## config.mk

```make
export PLATFORM = sky130hd
export DESIGN_NAME = horizontal_run_length_smoothing
export DESIGN_NICKNAME = d
export VERILOG_FILES = /design/src/rtl/hrls_pkg.sv /design/src/rtl/hrls_ctrl.sv /design/src/rtl/hrls_dp.sv /design/src/rtl/horizontal_run_length_smoothing.sv
export SDC_FILE = /design/constraint.sdc
export NUM_CORES = 1
export LEC_CHECK = 0
export ABC_AREA = 1
export BUFFER_PORTS_ARGS = -buffer_cell sky130_fd_sc_hd__buf_2
export CAP_MARGIN = 20
export CORE_MARGIN = 10
export CORE_UTILIZATION = 45
export CTS_CLUSTER_DIAMETER = 50
export DETAILED_ROUTE_END_ITERATION = 8
export HOLD_SLACK_MARGIN = 0.05
export PLACE_DENSITY = 0.67
export SLEW_MARGIN = 15
export SYNTH_ARGS = -nofsm -noshare
export SYNTH_HDL_FRONTEND = slang
export SYNTH_SLANG_ARGS = --single-unit
```

## constraint.sdc

```tcl
create_clock -name clk -period 3.5 [get_ports clk]
set_clock_uncertainty 0.15 [all_clocks]
set_input_delay 0 -clock clk [delete_from_list [all_inputs] [get_ports clk]]
set_output_delay 0 -clock clk [all_outputs]
set_load 0.02 [all_outputs]
```

## src/rtl/hrls_pkg.sv

```systemverilog
`timescale 1ns / 1ps
// shared types and constants for the horizontal run-length smoothing block
// no dependencies
package hrls_pkg;

	localparam int GAP_W = 7;
	localparam logic [GAP_W-1:0] GAP_RESET = 7'd45;

	typedef enum logic [3:0] {
		ST_IDLE = 4'b0001,
		ST_READ = 4'b0010,
		ST_EMIT = 4'b0100,
		ST_LAST = 4'b1000
	} state_t;

	typedef struct packed {
		logic accept;
		logic rd;
		logic emit_held;
		logic emit_last;
	} dp_cmd_t;

	typedef struct packed {
		logic hold;
		logic run_zero;
		logic idx_last;
		logic out_free;
	} dp_sts_t;

endpackage

```

## src/rtl/hrls_ctrl.sv

```systemverilog
`timescale 1ns / 1ps
// controller state machine: accepts a pixel, sequences reads of held pixels
// depends on hrls_pkg
module hrls_ctrl (
	input  logic             clk,
	input  logic             arst_n,
	input  logic             s_tvalid,
	output logic             s_tready,
	input  hrls_pkg::dp_sts_t sts,
	output hrls_pkg::dp_cmd_t cmd
);
	import hrls_pkg::*;

	state_t state_q;
	state_t state_d;

	always_ff @(posedge clk or negedge arst_n) begin
		if (!arst_n) begin
			state_q <= ST_IDLE;
		end else begin
			state_q <= state_d;
		end
	end

	always_comb begin
		state_d       = state_q;
		cmd           = '0;
		s_tready      = 1'b0;
		case (state_q)
			ST_IDLE: begin
				s_tready = 1'b1;
				if (s_tvalid) begin
					cmd.accept = 1'b1;
					if (sts.hold) begin
						state_d = ST_IDLE;
					end else if (sts.run_zero) begin
						state_d = ST_LAST;
					end else begin
						state_d = ST_READ;
					end
				end
			end
			ST_READ: begin
				cmd.rd  = 1'b1;
				state_d = ST_EMIT;
			end
			ST_EMIT: begin
				if (sts.out_free) begin
					cmd.emit_held = 1'b1;
					state_d = sts.idx_last ? ST_LAST : ST_READ;
				end
			end
			ST_LAST: begin
				if (sts.out_free) begin
					cmd.emit_last = 1'b1;
					state_d = ST_IDLE;
				end
			end
			default: begin
				state_d = ST_IDLE;
			end
		endcase
	end

endmodule

```

## src/rtl/hrls_dp.sv

```systemverilog
`timescale 1ns / 1ps
// datapath: threshold register, run counters, held-pixel memory, output register
// depends on hrls_pkg
module hrls_dp #(
	parameter int MAX_GAP    = 64,
	parameter int PIXEL_BITS = 8
) (
	input  logic                       clk,
	input  logic                       arst_n,
	input  logic [PIXEL_BITS-1:0]      pixel,
	input  logic                       row_end,
	input  logic                       frame_end,
	input  logic                       cfg_valid,
	input  logic [hrls_pkg::GAP_W-1:0] cfg_data,
	input  hrls_pkg::dp_cmd_t          cmd,
	output hrls_pkg::dp_sts_t          sts,
	input  logic                       m_tready,
	output logic                       out_valid,
	output logic [PIXEL_BITS-1:0]      pixel_out,
	output logic                       run_last,
	output logic                       row_last,
	output logic                       frame_last
);
	import hrls_pkg::*;

	localparam int DEPTH = MAX_GAP - 1;
	localparam int RW    = $clog2(MAX_GAP);
	localparam int AW    = (DEPTH > 1) ? $clog2(DEPTH) : 1;
	localparam int CW    = (RW + 1 > GAP_W) ? RW + 1 : GAP_W;

	logic [PIXEL_BITS-1:0] mem [DEPTH];
	logic [PIXEL_BITS-1:0] rd_data_q;
	logic [GAP_W-1:0]      gap_q;
	logic [RW-1:0]         run_q;
	logic                  long_q;
	logic [RW-1:0]         cnt_q;
	logic [RW-1:0]         idx_q;
	logic                  ink_q;
	logic [PIXEL_BITS-1:0] pix_q;
	logic                  row_q;
	logic                  frame_q;
	logic                  out_valid_q;
	logic [PIXEL_BITS-1:0] pix_out_q;
	logic                  run_last_q;
	logic                  row_last_q;
	logic                  frame_last_q;
	logic                  is_ink;
	logic                  row_in;
	logic                  thresh;
	logic                  hold;

	assign is_ink = (pixel == '0);
	assign row_in = row_end | frame_end;
	assign thresh = ((CW'(run_q) + CW'(1)) >= CW'(gap_q)) || (run_q >= RW'(DEPTH));
	assign hold   = !is_ink && !long_q && !thresh && !row_in;

	assign sts.hold     = hold;
	assign sts.run_zero = (run_q == '0);
	assign sts.idx_last = ((RW+1)'(idx_q) + (RW+1)'(1)) == (RW+1)'(cnt_q);
	assign sts.out_free = !out_valid_q || m_tready;

	// held pixel store
	always_ff @(posedge clk) begin
		if (cmd.accept && hold) begin
			mem[run_q[AW-1:0]] <= pixel;
		end
		if (cmd.rd) begin
			rd_data_q <= mem[idx_q[AW-1:0]];
		end
	end

	always_ff @(posedge clk or negedge arst_n) begin
		if (!arst_n) begin
			gap_q  <= GAP_RESET;
			run_q  <= '0;
			long_q <= 1'b0;
			idx_q  <= '0;
		end else begin
			if (cfg_valid) begin
				gap_q <= cfg_data;
			end
			if (cmd.accept) begin
				idx_q <= '0;
				if (hold) begin
					run_q <= run_q + RW'(1);
				end else begin
					run_q  <= '0;
					long_q <= !is_ink && (long_q || thresh) && !row_in;
				end
			end else if (cmd.emit_held) begin
				idx_q <= idx_q + RW'(1);
			end
		end
	end

	// captured item
	always_ff @(posedge clk) begin
		if (cmd.accept && !hold) begin
			cnt_q   <= run_q;
			ink_q   <= is_ink;
			pix_q   <= pixel;
			row_q   <= row_in;
			frame_q <= frame_end;
		end
	end

	// output register
	always_ff @(posedge clk or negedge arst_n) begin
		if (!arst_n) begin
			out_valid_q <= 1'b0;
		end else if (cmd.emit_held || cmd.emit_last) begin
			out_valid_q <= 1'b1;
		end else if (m_tready) begin
			out_valid_q <= 1'b0;
		end
	end

	always_ff @(posedge clk) begin
		if (cmd.emit_held) begin
			pix_out_q    <= ink_q ? '0 : rd_data_q;
			run_last_q   <= 1'b0;
			row_last_q   <= 1'b0;
			frame_last_q <= 1'b0;
		end else if (cmd.emit_last) begin
			pix_out_q    <= pix_q;
			run_last_q   <= 1'b1;
			row_last_q   <= row_q;
			frame_last_q <= frame_q;
		end
	end

	assign out_valid  = out_valid_q;
	assign pixel_out  = pix_out_q;
	assign run_last   = run_last_q;
	assign row_last   = row_last_q;
	assign frame_last = frame_last_q;

`ifndef SYNTHESIS
	a_run_bound: assert property (@(posedge clk) disable iff (!arst_n)
		run_q <= RW'(DEPTH))
		else $error("held run exceeds store depth");
	a_long_empty: assert property (@(posedge clk) disable iff (!arst_n)
		long_q |-> (run_q == '0))
		else $error("pixels held during a long run");
	a_hold_inc: assert property (@(posedge clk) disable iff (!arst_n)
		(cmd.accept && hold) |=> (run_q == $past(run_q) + RW'(1)))
		else $error("held pixel not counted");
	a_rd_range: assert property (@(posedge clk) disable iff (!arst_n)
		cmd.rd |-> (idx_q < cnt_q))
		else $error("read beyond held run");
	a_no_overwrite: assert property (@(posedge clk) disable iff (!arst_n)
		(cmd.emit_held || cmd.emit_last) |-> (!out_valid_q || m_tready))
		else $error("output beat overwritten");
`endif

endmodule

```

## src/rtl/horizontal_run_length_smoothing.sv

```systemverilog
`timescale 1ns / 1ps
// a passed pixel is captured on its input beat and presented from the output register
// after any released pixels; each released pixel is read from the store and then emitted;
// output may stall on m_tready. A held pixel is stored and emits nothing; input stays ready.
// input is stalled while a run of released pixels and the passed pixel are emitted
// reset: asynchronous active-low arst_n clears the run state and output valid and sets
// gap_threshold to 45; the held-pixel store is not cleared
module horizontal_run_length_smoothing #(
	parameter int MAX_GAP    = 64,
	parameter int PIXEL_BITS = 8
) (
	input  logic                                 clk,
	input  logic                                 arst_n,
	input  logic                                 cfg_valid,
	output logic                                 cfg_ready,
	input  logic [hrls_pkg::GAP_W-1:0]           cfg_data,   // gap_threshold
	input  logic                                 s_tvalid,
	output logic                                 s_tready,
	input  logic [((PIXEL_BITS+7)/8)*8-1:0]      s_tdata,    // pixel
	input  logic                                 s_tlast,    // row_end
	input  logic                                 s_tuser,    // frame_end
	output logic                                 m_tvalid,
	input  logic                                 m_tready,
	output logic [((PIXEL_BITS+7)/8)*8-1:0]      m_tdata,    // pixel_out
	output logic                                 m_tlast,    // run_last
	output logic [1:0]                           m_tuser     // row_last, frame_last
);
	import hrls_pkg::*;

	localparam int DW = ((PIXEL_BITS + 7) / 8) * 8;

	dp_cmd_t               cmd;
	dp_sts_t               sts;
	logic [PIXEL_BITS-1:0] pixel_out;
	logic                  row_last;
	logic                  frame_last;

	assign cfg_ready = 1'b1;

	hrls_ctrl u_ctrl (
		.clk      (clk),
		.arst_n   (arst_n),
		.s_tvalid (s_tvalid),
		.s_tready (s_tready),
		.sts      (sts),
		.cmd      (cmd)
	);

	hrls_dp #(
		.MAX_GAP    (MAX_GAP),
		.PIXEL_BITS (PIXEL_BITS)
	) u_dp (
		.clk        (clk),
		.arst_n     (arst_n),
		.pixel      (s_tdata[PIXEL_BITS-1:0]),
		.row_end    (s_tlast),
		.frame_end  (s_tuser),
		.cfg_valid  (cfg_valid),
		.cfg_data   (cfg_data),
		.cmd        (cmd),
		.sts        (sts),
		.m_tready   (m_tready),
		.out_valid  (m_tvalid),
		.pixel_out  (pixel_out),
		.run_last   (m_tlast),
		.row_last   (row_last),
		.frame_last (frame_last)
	);

	assign m_tdata = DW'(pixel_out);
	assign m_tuser = {frame_last, row_last};

endmodule
```

# After elaboration in Yosys (flattened, before gate mapping)
# Memory sizes are Yosys's and may differ from the RTL's. A register that Yosys moved wholly into a read port is not among the register bits.
# Index checks and enable logic that the tools add are counted.
word_totals:
  mem_bits_rw: 504
  wordCells: 80
  regBits: 53
  n_memories: 1
memory_table:
  columns: ["memory", "words", "width", "rd", "rd_ports_with_merged_regs", "write_ports", "line", "text"]
  rows:
  - ["u_dp.mem", 63, 8, 1, 1, 1, "hrls_dp.sv:31", "logic [PIXEL_BITS-1:0] mem [DEPTH];"]
op_classes:
  n_eq_ne: 8
  magnitude_cmp: 2
  addsub: 4
  reduce_logical: 24
  muxes: 24
  bitwise: 2
op_table:
  columns: ["operator", "count"]
  rows:
  - ["4-bit 2-to-1 mux", 6]
  - ["8-bit 2-to-1 mux", 3]
  - ["6-bit 2-to-1 mux", 3]
  - ["4-bit one-hot mux with 4 select lines", 1]
  - ["6-bit by 1-bit adder with 7-bit output, second input constant", 2]
  - ["6-bit by 1-bit adder with 6-bit output, second input constant", 2]
  - ["1-bit 2-to-1 mux", 11]
  - ["8-bit logical NOT", 1]
  - ["7-bit by 6-bit equality test with 1-bit output", 1]
  - ["7-bit greater-or-equal comparator", 1]
  - ["1-bit logical AND", 7]
  - ["6-bit greater-or-equal comparator, second input constant", 1]
  - ["1-bit logical NOT", 6]
  - ["6-bit logical NOT", 1]
  - ["2-bit != test, second input constant", 3]
  - ["2-bit nonzero test", 3]
  - ["4-bit by 1-bit equality test with 1-bit output, second input constant", 1]
  - ["4-bit by 2-bit equality test with 1-bit output, second input constant", 1]
  - ["4-bit by 3-bit equality test with 1-bit output, second input constant", 1]
  - ["4-bit equality test, second input constant", 1]
  - ["1-bit logical OR", 4]
  - ["3-bit AND reduction", 1]
  - ["2-bit AND reduction", 1]
  - ["1-bit inverter", 1]
  - ["1-bit OR", 1]

# Logic depth before layout (Yosys ltp)
# Gate-level depths: netlist of the first run.
logic_depth:
  depth_word: 9
  mapped_depth: 16

# Modules after synthesis
# A second synthesis of the first run with hierarchy kept.
hier_totals:
  hier_cells: 2069
  area_unflattened_um2: 23427.5
modules_own_cells:
  columns: ["mod", "cells_each", "instances", "area_per_inst_um2"]
  rows:
  - ["hrls_dp", 2021, 1, 23092.1]
  - ["hrls_ctrl", 44, 1, 309.0]
  - ["horizontal_run_length_smoothing", 4, 1, 26.3]

# Worst setup path before layout of the first run
# OpenSTA, ideal clock, no wires.
synth_timing:
  path_kind: "reg2reg"
  startpoint: "reg u_dp.run_q[0]"
  endpoint: "mem u_dp.mem[19][0], enable pin"
  path_slack_ps: 282
  setup_time_ps: 370
  stages_incl_launch_ff: 15
  required_time_ps: 2980
  arrival_ps: 2698
  cell_sequence: "dfrtp_1 -> inv_2 -> nor2_4 -> nand3_1 -> xor2_1 -> inv_1 -> ha_1 -> nand2_1 -> a21oi_1 -> nor3_2 -> nand3_2 -> clkinv_2 -> buf_12 -> nand4_4 -> nor2_1"
synth_between:
  elab_chain_len: 9
  elab_cells_between_ends: 10
synth_lines:
  columns: ["element", "line", "text"]
  rows:
  - ["from (decl)", "hrls_dp.sv:34", "logic [RW-1:0] run_q;"]
  - ["from (signal assigned)", "hrls_dp.sv:85", "run_q <= run_q + RW'(1);"]
  - ["6-bit by 1-bit adder with 7-bit output", "hrls_dp.sv:54", "assign thresh = ((CW'(run_q) + CW'(1)) >= CW'(gap_q)) || (run_q >= RW'(DEPTH));"]
  - ["7-bit greater-or-equal comparator", "hrls_dp.sv:54", null]
  - ["1-bit logical OR", "hrls_dp.sv:54", null]
  - ["1-bit logical NOT", "hrls_dp.sv:55", "assign hold = !is_ink && !long_q && !thresh && !row_in;"]
  - ["1-bit logical AND (2 in series)", "hrls_dp.sv:55", null]
  - ["1-bit logical AND", "hrls_dp.sv:64", "if (cmd.accept && hold) begin"]
  - ["1-bit 2-to-1 mux", "hrls_dp.sv:64", null]
  - ["1-bit 2-to-1 mux (not written as such)", "hrls_dp.sv:65", "mem[run_q[AW-1:0]] <= pixel;"]
  - ["to (decl)", "hrls_dp.sv:31", null]
# Parallel ways exist; a longest one is shown, timed or not.

# Final worst setup path of the first run
layout_timing:
  startpoint: "in s_tdata[0]"
  endpoint: "mem u_dp.mem[12][0], enable pin"
layout_between:
  elab_chain_len: 8
layout_lines:
  columns: ["element", "line", "text"]
  rows:
  - ["from (decl)", "horizontal_run_length_smoothing.sv:19", "input logic [((PIXEL_BITS+7)/8)*8-1:0] s_tdata,"]
  - ["8-bit logical NOT", "hrls_dp.sv:52", "assign is_ink = (pixel == '0);"]
  - ["named net u_dp.is_ink", "hrls_dp.sv:47", "logic is_ink;"]
  - ["1-bit logical NOT", "hrls_dp.sv:55", null]
  - ["1-bit logical AND (3 in series)", "hrls_dp.sv:55", null]
  - ["1-bit logical AND", "hrls_dp.sv:64", null]
  - ["1-bit 2-to-1 mux", "hrls_dp.sv:64", null]
  - ["1-bit 2-to-1 mux (not written as such)", "hrls_dp.sv:65", null]
# The timed path passes the listed nets, and every way through them passes these cells.

==> results of run 1 <==
==> worst paths after layout <==
kind / start / endpoint / slack [ns] / cells after the start
max: s_tdata[0] / u_dp.mem[12][0]$_DFFE_PP_ / 0.21 / 14
max in group asynchronous: arst_n / u_dp.run_q[0]$_DFFE_PN0P_ / 1.74 / 5
min reg2reg: u_dp.frame_last$_SDFFE_PP0P_ / u_dp.frame_last$_SDFFE_PP0P_ / 0.32 / 2
max reg2reg: u_dp.run_q[1]$_DFFE_PN0P_ / u_dp.mem[12][0]$_DFFE_PP_ / 0.26 / 15
min in group asynchronous: arst_n / u_dp.gap_q[5]$_DFFE_PN1P_ / 0.39 / 3
min: s_tuser / u_dp.row_q$_DFFE_PP_ / 0.08 / 3
==> layout by cell type (no fill, tap or decap), drive strengths merged <==
| master | instances |
|---|---|
| xnor2 | 2 |
| ha | 10 |
| buf | 141 |
| o22a | 1 |
| edfxtp | 537 |
| inv | 73 |
| dlygate4sd3 | 46 |
| nor3 | 5 |
| bufinv | 8 |
| nand2 | 602 |
| dfstp | 5 |
| nor2 | 284 |
| o21ai | 127 |
| nand3b | 2 |
| clkinv | 28 |
| or2 | 2 |
| dfrtp | 20 |
| dfxtp | 3 |
| o21bai | 2 |
| conb | 1 |
| nand3 | 283 |
| a21oi | 13 |
| nand4 | 11 |
| xor2 | 4 |
| clkbuf | 68 |
| mux2 | 1 |
| o211ai | 6 |
| clkinvlp | 3 |
| o22ai | 6 |
| a21boi | 1 |
==> sequential cells by signal (all words and copies together) (netlist names) <==
| register | cells |
|---|---|
| u_dp.pixel_out | 8 |
| u_dp.gap_q | 7 |
| u_dp.mem | 504 |
| u_dp.row_q | 1 |
| u_dp.out_valid | 1 |
| u_dp.frame_q | 1 |
| u_dp.run_last | 1 |
| u_dp.long_q | 1 |
| u_dp.idx_q | 6 |
| u_dp.ink_q | 1 |
| u_dp.rd_data_q | 8 |
| u_dp.row_last | 1 |
| u_dp.pix_q | 8 |
| u_ctrl.state_q | 4 |
| u_dp.run_q | 6 |
| u_dp.cnt_q | 6 |
| u_dp.frame_last | 1 |
==> worst min-delay path: stages <==
cell	delay [ns]
dlygate4sd3_1	0.52
buf_2	0.11
or2_2	0.11
==> routing by layer <==
layer	wire [µm]	GRT usage	vias to the layer above
met2	29200	0.320	793
met3	5290	0.0380	152
met5	0	0	-
li1	-	-	7548
met1	25300	0.253	7986
met4	2340	0.0779	0
==> through the flow <==
stage	cells	hold slack, ns
after floorplan	2112	-0.446
after global placement	2820	-0.116
after detailed placement	2820	-0.110
after CTS	2977	0.0529
after global routing	2983	0.0790
final	2983	0.0764
==> cell families after synthesis <==
family | share of synthesized area
simple gates | 0.213
flops | 0.709
buf+inv | 0.0357
compound gates | 0.0343
fa+ha+maj | 0.00528
xor+xnor | 0.00222
other cells | 0.000158
mux | 0.000475
==> report_power, final <==
part,internal (µW),switching [µW]
Sequential,7580,76.4
Clock,3810,2610
Combinational,534,1390
Total,11900,4080
==> timing repair <==
| item | CTS | global route |
|---|---|---|
| resized for setup | 0 | 1 |
| hold buffers | 46 | 0 |
| setup endpoints to repair | 0 | 247 |
| hold endpoints to repair | 238 | 0 |
| setup buffers | 0 | 5 |
==> area by class of cell <==
cell class / count / area [µm²]
multi-input combinational: 1363 / 6050
sequential: 565 / 16800
inverter: 69 / 269
clock buffer: 68 / 1560
timing repair buffer: 187 / 1580
clock inverter: 43 / 459
fill: 4464 / 24700
tap: 688 / 861
==> metrics.cfg, run 1 <==
[power_and_ir_drop]
power_density_nw_per_um2=579
total_power_uw=16000
cellLeakagePower_uw=0.0103
max-vdd-ir-drop_uv=597

[placed_design]
hpwl_um=36700
pre_cts_ws_ns=0.119
gp_congestion=0.932
place_area_um2=25000
portBuffers=34

[global_routing]
grt_pass1_vias=16292
antenna_found_initial=0
grt_pass1_wl_um=95300
grt-ovfl-total=0
track_usage=0.196
grt_max_degree=164

[outcome]
outcome=completed

[synthesis]
synth_common_cells=600 x nand2_1, 537 x edfxtp_1, 281 x nand3_1
synth.top_cell.area_share=0.680
yosysMostFrequentCell=nand2_1
synth_edf_count=537
yosys_warnings=0
ys.flop_type=edfxtp_1
synthCells=2112
synth_nets=2144
syn-cell-area_um2=23700
synthArstFlopShare=0.0442
yosysSeqAreaShare=0.709
synthTopCellsByArea=edfxtp_1 68%, nand2_1 9.5%, nand3_1 5.9%, nor2_1 4.4%, o21ai_0 2.5%
synth.distinct_cells=44
yosysTopAreaCell=edfxtp_1
synth_area_per_cell_um2=11.2
ys_seq_elements=565

[drt]
firstDrtPassIters=6
wl_um=62200
vias_per_cell=5.52
drtIter0Drc=1707
final_antenna_net_count=0
wl_per_cell_um=20.9
num_vias=16479
drc=0

[layout]
drive_above_1_share=0.120
diodes=0
nNetsFinal=2277
finish.instance_area_um2=27600
final_core_utilization=0.527
area_delta_synth_final_pct=16.4

[clock_network]
cts_root_buffer=clkbuf_16
cts_tree=yes
h-tree-depth=2
clock_sinks=565
cts.path.max_buffers=3
clock_latency_ns=0.62
clkTransAtPathRegs_ns=0.06
cts_made_buffers=59

[sta]
rsz0062_at_grt=false
finalSetupViolations=0
fmax_ghz=0.304
finalHoldViolations=0
worst_slew_pin_slew_ns=0.960
setup-tns-final_ns=0
min_period_over_period=0.939
drv_slew=0
layout_setup_ws_ns=0.212
slew_headroom=0.359
period_minus_slack_ns=3.29

[setup_path]
critPathMaxFanout=12
arrival_ns=3.47
worst_path_most_repeated_cell=nor2_1
cp_num_buf_inv=7
cpPeakStageDelay_ns=0.58
worstPathCellList=dlygate4sd3_1, buf_2, nor2_1, dlygate4sd3_1, nand2_1, dlygate4sd3_1, nor2_1, nor2_1, nand3_2, inv_4, nand4_4, buf_12, nor2_1, buf_4
slowest_stage=dlygate4sd3_1
worstSetupStartpointType=input pin
end_kind=flop
critPathKind=in2reg
critPathTopFamily=buffers and inverters
cp.required_ns=3.68

[die]
num_rows=84
io_pins=36
fp.dieW_um=250
die_h_um=250
core-area_um2=52300
die_area_um2=62300
start_util=0.453

[hold_path]
hold_path.class=in2reg

[job]
cap_violations=0

No activity file was read; power rests on OpenSTA's default activity.
==> run 2, diff against run 1 <==
Settings changed: MAX_ROUTING_LAYER from default to met4.
==> run 2 against run 1 <==
Effect of this change: clock power increased by 4.7%; via count decreased by 0.86%; sequential power barely moved; combinational power about the same; critical path depth decreased by 1; non-clock buffer count is 6 higher; worst hold slack got worse by 0.0091 ns; total power is 2.0% higher; critical endpoint is now u_dp.mem[37][7]$_DFFE_PP_.
==> metrics.cfg, run 2 (same netlist as run 1, synthesis figures left out) <==
[job]
cap_violations=0

[die]
io_pins=36
die_area_um2=62300
die_h_um=250
fp.dieW_um=250
start_util=0.453
core-area_um2=52300
num_rows=84

[sta]
slew_headroom=0.333
drv_slew=0
fmax_ghz=0.312
period_minus_slack_ns=3.20
finalHoldViolations=0
setup-tns-final_ns=0
fin_hold_ws_ns=0.0673
rsz0062_at_grt=false
min_period_over_period=0.915
worst_slew_pin_slew_ns=1.00
finalSetupViolations=0

[setup_path]
crit_path_end=u_dp.mem[37][7]$_DFFE_PP_
crit_start=s_tdata[0]
r2r_cells=13
end_kind=flop
r2r-end=u_dp.mem[37][7]$_DFFE_PP_
rr_startpoint=u_dp.run_q[0]$_DFFE_PN0P_
worstSetupStartpointType=input pin
arrival_ns=3.38
critPathKind=in2reg
critPathMaxFanout=9
rrSetupSlack_ns=0.30
cp.required_ns=3.67

[layout]
drive_above_1_share=0.125
final_common_cell=nand2_1
finish.instance_area_um2=27800
fillerInstances=4441
nNetsFinal=2284
largest_reg_flops=504
layout_common_cells=600 x nand2_1, 537 x edfxtp_1, 281 x nand3_1
area_delta_synth_final_pct=17.0

[placed_design]
portBuffers=34
gp_congestion=0.876
place_area_um2=25100
hpwl_um=36900

[outcome]
outcome=completed

[drt]
drtIter0Drc=1825
wl_per_cell_um=20.8
num_vias=16338
vias_per_cell=5.46
drc=0
firstDrtPassIters=6
wl_um=62200
final_antenna_net_count=0

[clock_network]
cts.path.max_buffers=3
cts_root_buffer=clkbuf_16
clock_sinks=565
clock_latency_ns=0.61
cts_made_buffers=60
h-tree-depth=2
cts_tree=yes
clkTransAtPathRegs_ns=0.06

[hold_path]
hold_depth=2
hold_path.class=in2reg

[global_routing]
antenna_found_initial=1
track_usage=0.201
grt_pass1_vias=16168
grt_pass1_wl_um=94600
grt-ovfl-total=0
grt_max_degree=147

[power_and_ir_drop]
cellLeakagePower_uw=0.0104
max-vdd-ir-drop_uv=457
power_density_nw_per_um2=588
total_power_uw=16300

-- run 2: changes by cell type in the layout (fill, tap and decap cells not counted), moves of 2 or more --
cell	before	now
clkinv_4	1	6
buf_12	11	8
inv_8	1	4
dlygate4sd3_1	46	48
clkinvlp_4	3	1
clkbuf_8	1	4
clkinv_2	15	12
clkinv_1	10	4
buf_4	95	102
-- run 2: per-stage QoR --
| stage | util | setup WS [ns] | instances |
|---|---|---|---|
| after CTS | 0.529 | 0.119 | 2985 |
| final | 0.530 | 0.296 | 2992 |
| after global routing | 0.530 | 0.00313 | 2992 |
| after floorplan | - | 0.282 | 2112 |
| after detailed placement | 0.479 | 0.164 | 2824 |
| after global placement | 0.479 | 0.217 | 2824 |
-- run 2: critical path, cell delays in order --
cell and delay, ns:
dlygate4sd3_1 0.54, buf_2 0.22, nor2_1 0.05, dlygate4sd3_1 0.55, nand2_1 0.09, dlygate4sd3_1 0.59, nor2_1 0.07, nor2_1 0.20
nand3_2 0.18, inv_6 0.19, nand4_4 0.30, nor2_1 0.19, buf_4 0.19
-- run 2: routing by layer --
| metal | vias to the layer above | share of wire | wire [µm] | global-route usage |
|---|---|---|---|---|
| li1 | 7554 | - | - | - |
| met1 | 7908 | 0.41 | 25700 | 0.257 |
| met2 | 752 | 0.47 | 29500 | 0.318 |
| met3 | 124 | 0.074 | 4620 | 0.0298 |
| met4 | 0 | 0.038 | 2340 | 0.0803 |
| met5 | - | 0 | 0 | - |
-- run 2: worst min-delay path by stage --
stage                     startpoint                             to  slack (ns)
after CTS                    s_tuser           u_dp.row_q$_DFFE_PP_        0.06
after detailed placement      arst_n     u_dp.out_valid$_DFFE_PN0P_       -0.11
final                     s_tdata[5]      u_dp.mem[26][5]$_DFFE_PP_        0.07
after floorplan               arst_n  u_ctrl.state_q[1]$_DFFE_PN0P_       -0.45
after global routing      s_tdata[5]      u_dp.mem[26][5]$_DFFE_PP_        0.08
after global placement        arst_n     u_dp.out_valid$_DFFE_PN0P_       -0.12
-- run 2: cell type report --
cell class | count | area (µm²) | area share
clock buffer | 73 | 1630 | 0.0588
inverter | 69 | 272 | 0.00978
antenna | 1 | 2.50 | 0.0000901
multi-input combinational | 1363 | 6060 | 0.218
timing repair buffer | 193 | 1600 | 0.0578
sequential | 565 | 16800 | 0.606
tap | 688 | 861 | 0.0310
clock inverter | 40 | 505 | 0.0182
-- run 2: power by group --
part           switching, µW  internal [µW]  total, µW
logic                   1390            556       1950
clock network           2690           4030       6720
registers               72.0           7580       7650
-- run 2: repair_timing --
item                                   in CTS  in global routing
buffers inserted                            0                  5
hold buffers                               48                  0
endpoints found under the hold margin     153                  0
setup endpoints to repair                   0                227
gates resized for setup                     0                  3
==> run 3, diff against run 2 <==
Settings changed: RECOVER_POWER from default to 100.
==> run 3 against run 2 <==
Effect of this change: the flow now finishes with violations (max-capacitance violations, max-slew violations); register-to-register slack worse by 0.099 ns; setup slack worse by 0.099 ns; design area down 0.98%; critical path depth down 5; die area unchanged; flip-flop and latch count unchanged; largest cell class unchanged.
==> metrics.cfg, run 3 (same netlist as run 1, synthesis figures left out) <==
[setup_path]
worst_path_most_repeated_cell=nand3_1
cp.required_ns=3.70
critPathKind=reg2reg
critPathMaxFanout=130
arrival_ns=3.50
slowest_stage=clkbuf_4
cpPeakStageDelay_ns=1.21
cp_num_buf_inv=1
worstSetupStartpointType=flop
end_kind=flop
critPathTopFamily=buffers and inverters
worstPathCellList=clkbuf_4, nand3_1, nand3_1, nand2_1, nand2_1, nand3_1, nand3_1, nand2_1

[die]
core-area_um2=52300
fp.dieW_um=250
num_rows=84
io_pins=36
die_h_um=250
die_area_um2=62300
start_util=0.453

[sta]
fmax_ghz=0.303
slew_headroom=-0.293
rsz0062_at_grt=false
drv_slew=506
min_period_over_period=0.944
period_minus_slack_ns=3.30
finalHoldViolations=0
finalSetupViolations=0
setup-tns-final_ns=0
worst_slew_pin_slew_ns=1.94

[power_and_ir_drop]
power_density_nw_per_um2=592
p_comb_frac=0.117
switching_share=0.254
cellLeakagePower_uw=0.0102
intPower_uw=12100
switchingPower_uw=4130
seq_power_share=0.471
total_power_uw=16300
max-vdd-ir-drop_uv=459
clkPwrFrac=0.413

[global_routing]
grt_max_degree=147
track_usage=0.201
grt_pass1_wl_um=94600
grt_util_met3=0.0298
grt_most_used_layer=met2
antenna_found_initial=1
grt_use_met2=0.318
grt_pass1_vias=16168
grt-ovfl-total=0
use_met1=0.257

[hold_path]
hold_path.class=in2reg

[outcome]
outcome=finished, violations left
violations=max-capacitance violations, max-slew violations

[placed_design]
hpwl_um=36900
portBuffers=34
gp_congestion=0.876

[drt]
wl_um=62200
wl_per_cell_um=20.8
final_antenna_net_count=0
num_vias=16267
drtIter0Drc=2008
vias_per_cell=5.44
firstDrtPassIters=6
drc=0

[layout]
area_delta_synth_final_pct=15.9
layout_common_cells=601 x nand2_1, 537 x edfxtp_1, 281 x nand3_1
largest_reg_flops=504
nNetsFinal=2284
drive_above_1_share=0.109
final_common_cell=nand2_1

[clock_network]
cts.path.max_buffers=3
clkTransAtPathRegs_ns=0.06
h-tree-depth=2
cts_root_buffer=clkbuf_16
cts_made_buffers=60
clock_latency_ns=0.61
clock_sinks=565
cts_tree=yes

[job]
cap_violations=8

-- run 3: cell count changes in the layout (fill, tap and decap cells not counted), sizes merged --
cell    before  now
buf        145   74
clkbuf      73  144
-- run 3: what timing repair did --
action	4_1_cts	5_1_grt
setup buffers	0	5
endpoints found under the hold margin	153	0
setup endpoints to repair	0	227
hold buffers	48	0
gates resized for setup	0	3
-- run 3: final timing paths --
kind | endpoint | from | slack (ns) | cells past startpoint
max reg2reg | u_dp.rd_data_q[6]$_DFFE_PP_ | u_dp.idx_q[1]$_DFFE_PN0P_ | 0.20 | 8
max | u_dp.rd_data_q[6]$_DFFE_PP_ | u_dp.idx_q[1]$_DFFE_PN0P_ | 0.20 | 8
min in group asynchronous | u_ctrl.state_q[0]$_DFFE_PN1P_ | arst_n | 0.57 | 3
min | u_dp.row_q$_DFFE_PP_ | s_tuser | 0.07 | 3
min reg2reg | u_dp.row_last$_SDFFE_PP0P_ | u_dp.row_last$_SDFFE_PP0P_ | 0.32 | 2
max in group asynchronous | u_dp.idx_q[1]$_DFFE_PN0P_ | arst_n | 0.83 | 5
-- run 3: final cells by class --
class                      instances  area [µm²]
sequential                       565       16800
clock buffer                      73        1630
multi-input combinational       1363        6000
tap                              688         861
timing repair buffer             193        1380
fill                            4499       24900
antenna                            1        2.50
clock inverter                    40         505
inverter                          69         272
-- run 3: worst register-to-register path: stages, from the launching register on --
cell      delay [ns]
dfrtp_4         0.43
clkbuf_4        1.21
nand3_1         0.31
nand3_1         0.21
nand2_1         0.07
nand2_1         0.09
nand3_1         0.20
nand3_1         0.23
nand2_1         0.13
-- run 3: power by group through the flow --
stage / registers, µW / clock network (µW) / logic, µW
floorplan: 7810 / 0 / 1240
global placement: 7780 / 0 / 1860
detailed placement: 7790 / 0 / 1880
CTS: 7650 / 6790 / 1930
global route: 7660 / 7080 / 2090
finish: 7650 / 6710 / 1900
-- run 3: per-stage QoR --
step	util	instance area [µm²]	setup slack, ns	hold WS, ns	cells
after floorplan	-	23700	0.282	-0.446	2112
after global placement	0.479	25100	0.217	-0.118	2824
after detailed placement	0.479	25100	0.164	-0.111	2824
after CTS	0.529	27700	0.119	0.0632	2985
after global routing	0.525	27500	0.00450	0.0910	2992
final	0.525	27500	0.197	0.0729	2992
-- run 3: per-layer routing --
metal / wire length [µm] / vias to the layer above
li1: - / 7555
met1: 25600 / 7872
met2: 29700 / 718
met3: 4590 / 122
met4: 2350 / 0
met5: 0 / -
